--- src/hdl/vector_angle_with_norms_macros.svh ---
// Assertion macros for the vector angle block.
// Included by files that carry concurrent checks; no other dependencies.
`ifndef VECTOR_ANGLE_WITH_NORMS_MACROS_SVH
`define VECTOR_ANGLE_WITH_NORMS_MACROS_SVH
`ifndef SYNTHESIS
`define VAWN_ASSERT_IMP(lbl, clk, rst_n, ante, cons) \
	lbl: assert property (@(posedge clk) disable iff (!rst_n) (ante) |-> (cons)) \
		else $error("implication check failed");
`define VAWN_ASSERT_NXT(lbl, clk, rst_n, ante, cons) \
	lbl: assert property (@(posedge clk) disable iff (!rst_n) (ante) |=> (cons)) \
		else $error("next-cycle check failed");
`else
`define VAWN_ASSERT_IMP(lbl, clk, rst_n, ante, cons)
`define VAWN_ASSERT_NXT(lbl, clk, rst_n, ante, cons)
`endif
`endif

--- src/hdl/vawn_pkg.sv ---
// Shared types, constants and the arctangent table for the vector angle block.
// No dependencies.
`default_nettype none
package vawn_pkg;
	localparam int DEF_MAX_LEN = 1024;
	localparam int DOT_W = 42;
	localparam int SQ_W = 41;
	localparam int NORM_W = 21;
	localparam int RAD_W = 42;
	localparam int XY_W = 34;
	localparam int Z_W = 23;
	localparam logic [21:0] Z_HALF_PI = 22'd1647099;
	localparam logic [21:0] Z_PI = 22'd3294199;
	localparam logic [14:0] COS_ONE = 15'd16384;
	localparam logic [28:0] RAD_ONE = 29'h1000_0000;
	localparam logic [3:0] DIV_LAST = 4'd13;
	localparam logic [3:0] COR_LAST = 4'd15;

	localparam logic [1:0] ST_OK = 2'd0;
	localparam logic [1:0] ST_ZERO = 2'd1;
	localparam logic [1:0] ST_LONG = 2'd2;

	localparam logic [1:0] SQ_SEL_A = 2'd0;
	localparam logic [1:0] SQ_SEL_B = 2'd1;
	localparam logic [1:0] SQ_SEL_C = 2'd2;

	typedef struct packed {
		logic       accept;
		logic       clear;
		logic       sq_start;
		logic [1:0] sq_sel;
		logic       lat_na;
		logic       lat_nb;
		logic       lat_s;
		logic       mul;
		logic       div_init;
		logic       div_step;
		logic       sq_mag;
		logic       cor_init;
		logic       cor_step;
		logic [3:0] iter;
		logic       load_out;
	} cmd_t;

	typedef struct packed {
		logic sq_done;
		logic zero_norm;
		logic out_free;
	} sts_t;

	function automatic logic [19:0] atan_f(input logic [3:0] i);
		logic [19:0] v;
		case (i)
			4'd0: v = 20'd823550;
			4'd1: v = 20'd486170;
			4'd2: v = 20'd256879;
			4'd3: v = 20'd130396;
			4'd4: v = 20'd65451;
			4'd5: v = 20'd32757;
			4'd6: v = 20'd16383;
			4'd7: v = 20'd8192;
			4'd8: v = 20'd4096;
			4'd9: v = 20'd2048;
			4'd10: v = 20'd1024;
			4'd11: v = 20'd512;
			4'd12: v = 20'd256;
			4'd13: v = 20'd128;
			4'd14: v = 20'd64;
			4'd15: v = 20'd32;
			default: v = 20'd0;
		endcase
		return v;
	endfunction
endpackage
`default_nettype wire

--- src/hdl/vawn_ctrl.sv ---
// Controller state machine sequencing accumulation and the final evaluation.
// Depends on vawn_pkg.
`default_nettype none
module vawn_ctrl import vawn_pkg::*; (
	input  wire logic clk,
	input  wire logic arst_n,
	input  wire logic in_valid,
	input  wire logic last_pair,
	output logic      in_stall,
	input  wire sts_t sts,
	output cmd_t      cmd
);
	typedef enum logic [14:0] {
		S_ACC    = 15'b000000000000001,
		S_DRAIN  = 15'b000000000000010,
		S_SQA_ST = 15'b000000000000100,
		S_SQA_WT = 15'b000000000001000,
		S_SQB_ST = 15'b000000000010000,
		S_SQB_WT = 15'b000000000100000,
		S_MUL    = 15'b000000001000000,
		S_CHK    = 15'b000000010000000,
		S_DIV    = 15'b000000100000000,
		S_MSQ    = 15'b000001000000000,
		S_SQC_ST = 15'b000010000000000,
		S_SQC_WT = 15'b000100000000000,
		S_CINIT  = 15'b001000000000000,
		S_COR    = 15'b010000000000000,
		S_FIN    = 15'b100000000000000
	} state_t;

	state_t     state_q;
	state_t     state_d;
	logic [3:0] cnt_q;

	always_comb begin
		state_d = state_q;
		cmd = '0;
		cmd.iter = cnt_q;
		cmd.sq_sel = SQ_SEL_A;
		case (state_q)
			S_ACC: begin
				cmd.accept = in_valid;
				if (in_valid && last_pair) state_d = S_DRAIN;
			end
			S_DRAIN: state_d = S_SQA_ST;
			S_SQA_ST: begin
				cmd.sq_start = 1'b1;
				state_d = S_SQA_WT;
			end
			S_SQA_WT: begin
				cmd.lat_na = sts.sq_done;
				if (sts.sq_done) state_d = S_SQB_ST;
			end
			S_SQB_ST: begin
				cmd.sq_sel = SQ_SEL_B;
				cmd.sq_start = 1'b1;
				state_d = S_SQB_WT;
			end
			S_SQB_WT: begin
				cmd.lat_nb = sts.sq_done;
				if (sts.sq_done) state_d = S_MUL;
			end
			S_MUL: begin
				cmd.mul = 1'b1;
				state_d = S_CHK;
			end
			S_CHK: begin
				cmd.div_init = 1'b1;
				state_d = sts.zero_norm ? S_FIN : S_DIV;
			end
			S_DIV: begin
				cmd.div_step = 1'b1;
				if (cnt_q == DIV_LAST) state_d = S_MSQ;
			end
			S_MSQ: begin
				cmd.sq_mag = 1'b1;
				state_d = S_SQC_ST;
			end
			S_SQC_ST: begin
				cmd.sq_sel = SQ_SEL_C;
				cmd.sq_start = 1'b1;
				state_d = S_SQC_WT;
			end
			S_SQC_WT: begin
				cmd.sq_sel = SQ_SEL_C;
				cmd.lat_s = sts.sq_done;
				if (sts.sq_done) state_d = S_CINIT;
			end
			S_CINIT: begin
				cmd.cor_init = 1'b1;
				state_d = S_COR;
			end
			S_COR: begin
				cmd.cor_step = 1'b1;
				if (cnt_q == COR_LAST) state_d = S_FIN;
			end
			S_FIN: begin
				if (sts.out_free) begin
					cmd.load_out = 1'b1;
					cmd.clear = 1'b1;
					state_d = S_ACC;
				end
			end
			default: state_d = S_ACC;
		endcase
	end

	always_ff @(posedge clk or negedge arst_n) begin
		if (!arst_n) begin
			state_q <= S_ACC;
			cnt_q <= '0;
		end else begin
			state_q <= state_d;
			if (state_q != state_d) cnt_q <= '0;
			else if (state_q == S_DIV || state_q == S_COR) cnt_q <= cnt_q + 4'd1;
		end
	end

	assign in_stall = (state_q != S_ACC);
endmodule
`default_nettype wire

--- config.mk ---
export PLATFORM = sky130hd
export DESIGN_NAME = vawn_ctrl
export DESIGN_NICKNAME = d
export VERILOG_FILES = /design/src/hdl/vector_angle_with_norms_macros.svh /design/src/hdl/vawn_pkg.sv /design/src/hdl/vawn_ctrl.sv
export SDC_FILE = /design/constraint.sdc
export NUM_CORES = 1
export LEC_CHECK = 0
export BUFFER_PORTS_ARGS = -buffer_cell sky130_fd_sc_hd__buf_2
export CORE_MARGIN = 4
export CORE_UTILIZATION = 58
export CTS_CLUSTER_SIZE = 12
export DETAILED_ROUTE_END_ITERATION = 16
export GPL_TIMING_DRIVEN = 0
export PLACE_DENSITY_LB_ADDON = 0.1
export RECOVER_POWER = 25
export SYNTH_ARGS = -nofsm -noshare
export SYNTH_HDL_FRONTEND = slang
export SYNTH_SLANG_ARGS = --single-unit
--- constraint.sdc ---
create_clock -name clk -period 4 [get_ports clk]
set_input_delay 0.8 -clock clk [delete_from_list [all_inputs] [get_ports clk]]
set_output_delay 0.8 -clock clk [all_outputs]
set_load 0.01 [all_outputs]
==> results of run 1 <==
-- cells in the final DEF, fill, tap and decap left out, types with 4 or more instances in the layout --
| cell | instances |
|---|---|
| buf_2 | 26 |
| dfrtp_1 | 18 |
| nor2_1 | 16 |
| nand3_1 | 10 |
| nor3_1 | 10 |
| nand2_1 | 8 |
| inv_1 | 7 |
| nor4_1 | 7 |
| o21ai_0 | 6 |
| clkbuf_1 | 4 |
| nor4b_1 | 4 |
| nand4_1 | 4 |
| nor3b_1 | 4 |
| nand2b_1 | 4 |
| xnor2_1 | 4 |
-- synth_stat cells, drive strengths merged --
master,n
a211o,2
a211oi,1
a21oi,4
a31oi,1
a41o,1
and3,1
and4bb,1
buf,5
clkbuf,3
dfrtp,18
dfstp,1
ha,2
inv,7
nand2,8
nand2b,4
nand3,11
nand3b,2
nand4,4
nand4b,1
nor2,16
nor2b,2
nor3,14
nor3b,5
nor4,10
nor4b,4
o211ai,1
o21ai,8
o22ai,2
o32ai,1
or2,1
or3,1
xnor2,4
xor2,3
-- through the flow --
step	cell area (um^2)	setup slack [ns]
after global placement	1499	1.266
after floorplan	1334	1.498
after global routing	1525	0.6888
after CTS	1526	0.8687
final	1525	0.8709
after detailed placement	1499	1.211
-- worst max-delay path by stage --
| stage | startpoint | to | slack [ns] | cells past startpoint |
|---|---|---|---|---|
| after global placement | state_q[1]$_DFF_PN0_ | cmd[17] | 1.27 | 7 |
| after CTS | state_q[1]$_DFF_PN0_ | cmd[17] | 0.87 | 7 |
| after global routing | state_q[1]$_DFF_PN0_ | cmd[17] | 0.69 | 7 |
| after floorplan | state_q[3]$_DFF_PN0_ | cmd[17] | 1.50 | 6 |
| after detailed placement | state_q[1]$_DFF_PN0_ | cmd[17] | 1.21 | 7 |
| final | state_q[1]$_DFF_PN0_ | cmd[17] | 0.87 | 7 |
-- sequential cells by signal, indices dropped and copies added (netlist names) --
name,cells
state_q,15
cnt_q,4
-- where the power goes --
group	internal (mW)	switching [mW]
Clock	0.0372	0.0614
Sequential	0.205	0.0158
Combinational	0.0774	0.121
Total	0.319	0.199
-- routing by layer --
layer / track usage [%] / share of wire, %
met1: 28.61 / 46
met2: 33.11 / 47
met3: 2.552 / 5.1
met4: 5.763 / 1.5
met5: 0 / 0
-- worst reg2reg max path, cell delays in order, from the launching register on --
cell	delay (ns)
dfrtp_1	0.38
clkbuf_1	0.21
nor4_4	0.54
nand3_4	0.17
nor3b_1	0.38
nor4_2	0.14
a211oi_2	0.20
-- logic make-up after synthesis --
family / count (synthesis)
adder cells (fa/ha/maj): 2
XOR/XNOR: 7
AO/OA/AOI/OAI: 21
buffers and inverters: 15
AND/OR/NAND/NOR: 85
flip-flops: 19
-- final cells by class --
| type | count | area [um^2] | area share (%) |
|---|---|---|---|
| Buffer | 8 | 50.05 | 3.281 |
| Clock buffer | 3 | 22.52 | 1.477 |
| Clock inverter | 1 | 5.005 | 0.3281 |
| Inverter | 7 | 26.28 | 1.723 |
| Multi-Input combinational cell | 115 | 780.7 | 51.19 |
| Sequential cell | 19 | 476.7 | 31.26 |
| Tap cell | 28 | 35.03 | 2.297 |
| Timing Repair Buffer | 26 | 128.9 | 8.450 |
==> run summary, run 1 <==
I/O Pins = 27
gp weighted congestion = 0.8202
Finished Layout Cells = 207
Final Cycle Share = 78.23%
GRT Overall Usage = 20.40%
DRC = 0
Post-DRT Antenna Nets = 0
synth warn = 0
CP max stage cell = nor4_4
setup total negative slack = 0 ns
routed wire length = 2981 um
Cell variety after synth = 44
PortBufs = 26
syn nets = 158
simple-gate share of the synthesized area = 41.09%
CTS clk-pin slew, worst paths = 0.11 ns
largest family of logic cells by synthesized area = simple AND/OR/NAND/NOR gates
# fillers = 191
starting density of the core = 60.88%
hold_ws = 0.5998 ns
crit-path cells = clkbuf_1 > nor4_4 > nand3_4 > buf_6 > nor3_2 > buf_4 > buf_2
total of max-cap violations = 0
critical path data arrival time = 2.33 ns
Overflow after GRT = 0
CP delay by family, top = simple AND/OR/NAND/NOR gates
Sink Count = 19
top cells by area, synth = dfrtp_1 (34%), nor2_1 (4.5%), nand3_1 (3.8%), nor3_1 (3.8%), nor4_1 (3.3%)
crit-path max FO = 10
Final min period = 3.129 ns
leakage power = 0.7128 nW
Initial DRT Pass Iterations = 4
Critical R2R Launch = state_q[1]$_DFF_PN0_
r2r endpoint = cnt_q[1]$_DFFE_PN0P_
max_slew headroom = 30.09%
Seq/Total Area, Yosys = 35.74%
total power = 0.5180 mW
ANT cells = 0
Core Util, Final = 69.62%
WHS Path Cells = 2
number of antenna violations at the first check in global routing = 0
slowest stage delay, CP = 0.54 ns
CTS resizes = 0
Synth Instances = 149
peak supply drop = 0.3021 mV
xor/xnor share of the synthesized area = 4.597%
vias in the first global route = 1119
drt wl/cell = 14.40 um
die extent in y = 55.96 um
Worst-Skew Late Latency = 0.30 ns
PD cells = 339.6 nW/um^2
status = finished, final reports clean
CP endpoint kind = primary output
cell area after synthesis = 1334 um^2
worst hold path type = register to register
CTS Buf Count = 3
post-CTS setup buffers = 0
area grow syn2layout = 14.35%
area share of fa/ha/maj cells after synthesis = 1.876%
Buf/Inv on CP = 4
largest net degree at the start of global routing = 20
Max Buffers Root-to-Sink = 2
DRT iter0 DRCs = 39
# hold bufs at CTS = 0
Root Buffer = clkbuf_4
DIE WIDTH = 55.96 um
share of the synthesized area in the top cell type = 33.77%
Synth Register Bits = 19
Finish-stage setup viols = 0
Synth area leader = dfrtp_1
Crit Path Class = register to primary output
Final Max Slew Viols = 0
first-pass GRT wire length = 5202 um
required time of the critical path = 3.20 ns
Final nets = 189
R2R Setup Slk = 1.91 ns
Setup Skew = 0.006042 ns
RSZ-0062 raised after global routing = false
syn avg cell area = 8.952 um^2
placed cells = 203
final hold vios = 0
DIE AREA = 3131 um^2
Vias = 1219
mux contribution to synthesized area = 0%
Critical Path Start Type = register
vias per cell = 5.889
FMAX = 319.6 MHz
H-tree Lvls = 1
dpl hpwl = 2303 um
core area = 2191 um^2
Worst-Margin Slew = 1.049 ns
share of cells above drive strength 1 = 25.70%
reg2reg path depth = 6
compound-cell area share of the yosys netlist = 10.98%
hold path endpoint = state_q[2]$_DFF_PN0_
CTS tree = done
min-delay src = state_q[3]$_DFF_PN0_
# rows = 17
(Power assumes the default switching activity.)
==> run 2, diff against run 1 <==
Settings changed: CORE_UTILIZATION 58 to 54.
Clock period 4 ns to 2.9 ns, I/O delays scaled along.
==> run summary, run 2 (synthesis gave the netlist of run 1 again) <==
Final min period = 2.767 ns
DIE WIDTH = 57.70 um (+3.1%)
Critical Path Start Type = register
Finished Layout Cells = 209 (+0.97%)
final hold vios = 0 (unchanged)
Worst-Margin Slew = 1.050 ns (+0.001703 ns)
Setup Skew = 0.01072 ns (+0.004682 ns)
total of max-cap violations = 0 (unchanged)
slowest stage delay, CP = 0.56 ns (+0.02 ns)
first-pass GRT wire length = 5257 um (+1.1%)
drt wl/cell = 14.67 um (+1.9%)
die extent in y = 57.70 um (+3.1%)
starting density of the core = 58.60% (-2.3 points)
Finish-stage setup viols = 0 (unchanged)
Largest register FFs = 15 (unchanged)
total power = 0.7376 mW (+42%)
PortBufs = 26 (unchanged)
r2r endpoint = cnt_q[1]$_DFFE_PN0P_
reg2reg path depth = 5 (-1)
CTS Buf Count = 3 (unchanged)
DRT iter0 DRCs = 49 (+26%)
setup total negative slack = 0 ns (unchanged)
Final Cycle Share = 95.40%
gp weighted congestion = 0.7858 (-4.2%)
critical path data arrival time = 2.19 ns (-0.14 ns)
CP endpoint kind = primary output
DIE AREA = 3329 um^2 (+6.3%)
Overflow after GRT = 0 (unchanged)
vias in the first global route = 1112 (-0.63%)
most common cell after layout, fill and taps aside = buf_2
vias per cell = 5.799 (-1.5%)
Root Buffer = clkbuf_4
CP delay by family, top = simple AND/OR/NAND/NOR gates
RSZ-0062 raised after global routing = false
Post-DRT Antenna Nets = 0 (unchanged)
leakage power = 0.7218 nW (+1.3%)
# hold bufs at CTS = 0 (unchanged)
crit-path cells = nor4_4 > nand3_4 > buf_6 > nor3_2 > buf_4 > buf_2
peak supply drop = 0.4131 mV (+37%)
Initial DRT Pass Iterations = 4 (unchanged)
Sink Count = 19 (unchanged)
R2R Setup Slk = 0.89 ns (-1.02 ns)
I/O Pins = 27 (unchanged)
Crit Path Class = register to primary output
crit-path max FO = 10 (unchanged)
Regs by FF count = state_q (15), cnt_q (4)
routed wire length = 3066 um (+2.9%)
CTS tree = done
Vias = 1212 (-0.57%)
most frequent cells in the layout = buf_2 (26), dfrtp_1 (18), nor2_1 (16)
Critical R2R Launch = state_q[4]$_DFF_PN0_
CP max stage cell = nor4_4
ANT cells = 0 (unchanged)
largest register by flop count = state_q
CTS clk-pin slew, worst paths = 0.12 ns (about the same)
core area = 2276 um^2 (+3.9%)
GRT Overall Usage = 19.88% (-0.52 points)
dpl hpwl = 2285 um (-0.79%)
placed cells = 203 (unchanged)
status = finished, final reports clean
DRC = 0 (unchanged)
required time of the critical path = 2.32 ns (-0.88 ns)
Max Buffers Root-to-Sink = 2 (unchanged)
Buf/Inv on CP = 3 (-1)
Core Util, Final = 67.89% (-1.7 points)
# rows = 17 (unchanged)
Final nets = 191 (+1.1%)
max_slew headroom = 29.97% (-0.11 points)
worst hold path type = input pin to asynchronous set/reset pin
area grow syn2layout = 15.85%
hold_ws = 0.4204 ns (-0.1794 ns)
PD cells = 477.3 nW/um^2 (+41%)
share of cells above drive strength 1 = 26.52% (+0.82 points)
Final Max Slew Viols = 0 (unchanged)
number of antenna violations at the first check in global routing = 0 (unchanged)
FMAX = 361.5 MHz
Worst-Skew Late Latency = 0.31 ns (about the same)
H-tree Lvls = 1 (unchanged)
largest net degree at the start of global routing = 20 (unchanged)
run 2: cell count changes in the layout (fill, tap and decap cells not counted), sizes merged:
cell | previous run | this run
buf | 30 | 32
clkinv | 1 | 0
clkbuf | 7 | 8
run 2: power by group:
part           total, mW  switching, mW  internal [mW]
clock network      0.143         0.0897         0.0536
registers          0.303         0.0206          0.282
logic              0.291          0.168          0.123
total              0.738          0.278          0.459
run 2: routing by layer:
metal / part of all wire [%] / track usage (%) / wire (um) / vias to the layer above
met2: 46 / 30.65 / 1404 / 27
met1: 49 / 28.79 / 1491 / 565
met5: 0 / 0 / 0 / -
met4: 1.4 / 5.960 / 42 / 0
li1: - / - / - / 615
met3: 4.2 / 2.895 / 128 / 5
run 2: through the flow:
stage	area (um^2)	setup WS (ns)
floorplan	1334	0.6181
global placement	1499	0.4568
detailed placement	1499	0.4588
CTS	1525	0.09589
global route	1545	0.01201
finish	1545	0.1334
run 2: worst reg2reg max path: stages (launching register included):
cell and delay (ns):
dfrtp_1 0.49, nor4_4 0.56, nand3_4 0.18, nor3b_1 0.39, nor4_2 0.14, a211oi_2 0.20
run 2: final cells by class:
cell class / instances / area, um^2
inverters: 7 / 26.28
fillers: 194 / 730.7
flip-flops and latches: 19 / 476.7
well taps: 28 / 35.03
plain buffers: 8 / 50.05
clock buffers: 4 / 26.28
multi-input cells: 115 / 787.0
repair buffers: 28 / 143.9
run 2: timing repair:
item | 4_1_cts | 5_1_grt
resized for setup | 0 | 1
endpoints found under the setup margin | 0 | 4
setup buffers | 0 | 2
run 2: worst max path at each step:
| stage | start | endpoint | slack, ns | cells past startpoint |
|---|---|---|---|---|
| after floorplan | state_q[3]$_DFF_PN0_ | cmd[17] | 0.62 | 6 |
| after global placement | state_q[1]$_DFF_PN0_ | cmd[17] | 0.46 | 7 |
| after detailed placement | state_q[5]$_DFF_PN0_ | cmd[17] | 0.46 | 6 |
| after CTS | state_q[5]$_DFF_PN0_ | cmd[17] | 0.1 | 6 |
| after global routing | state_q[4]$_DFF_PN0_ | cmd[17] | 0.01 | 6 |
| final | state_q[4]$_DFF_PN0_ | cmd[17] | 0.13 | 6 |
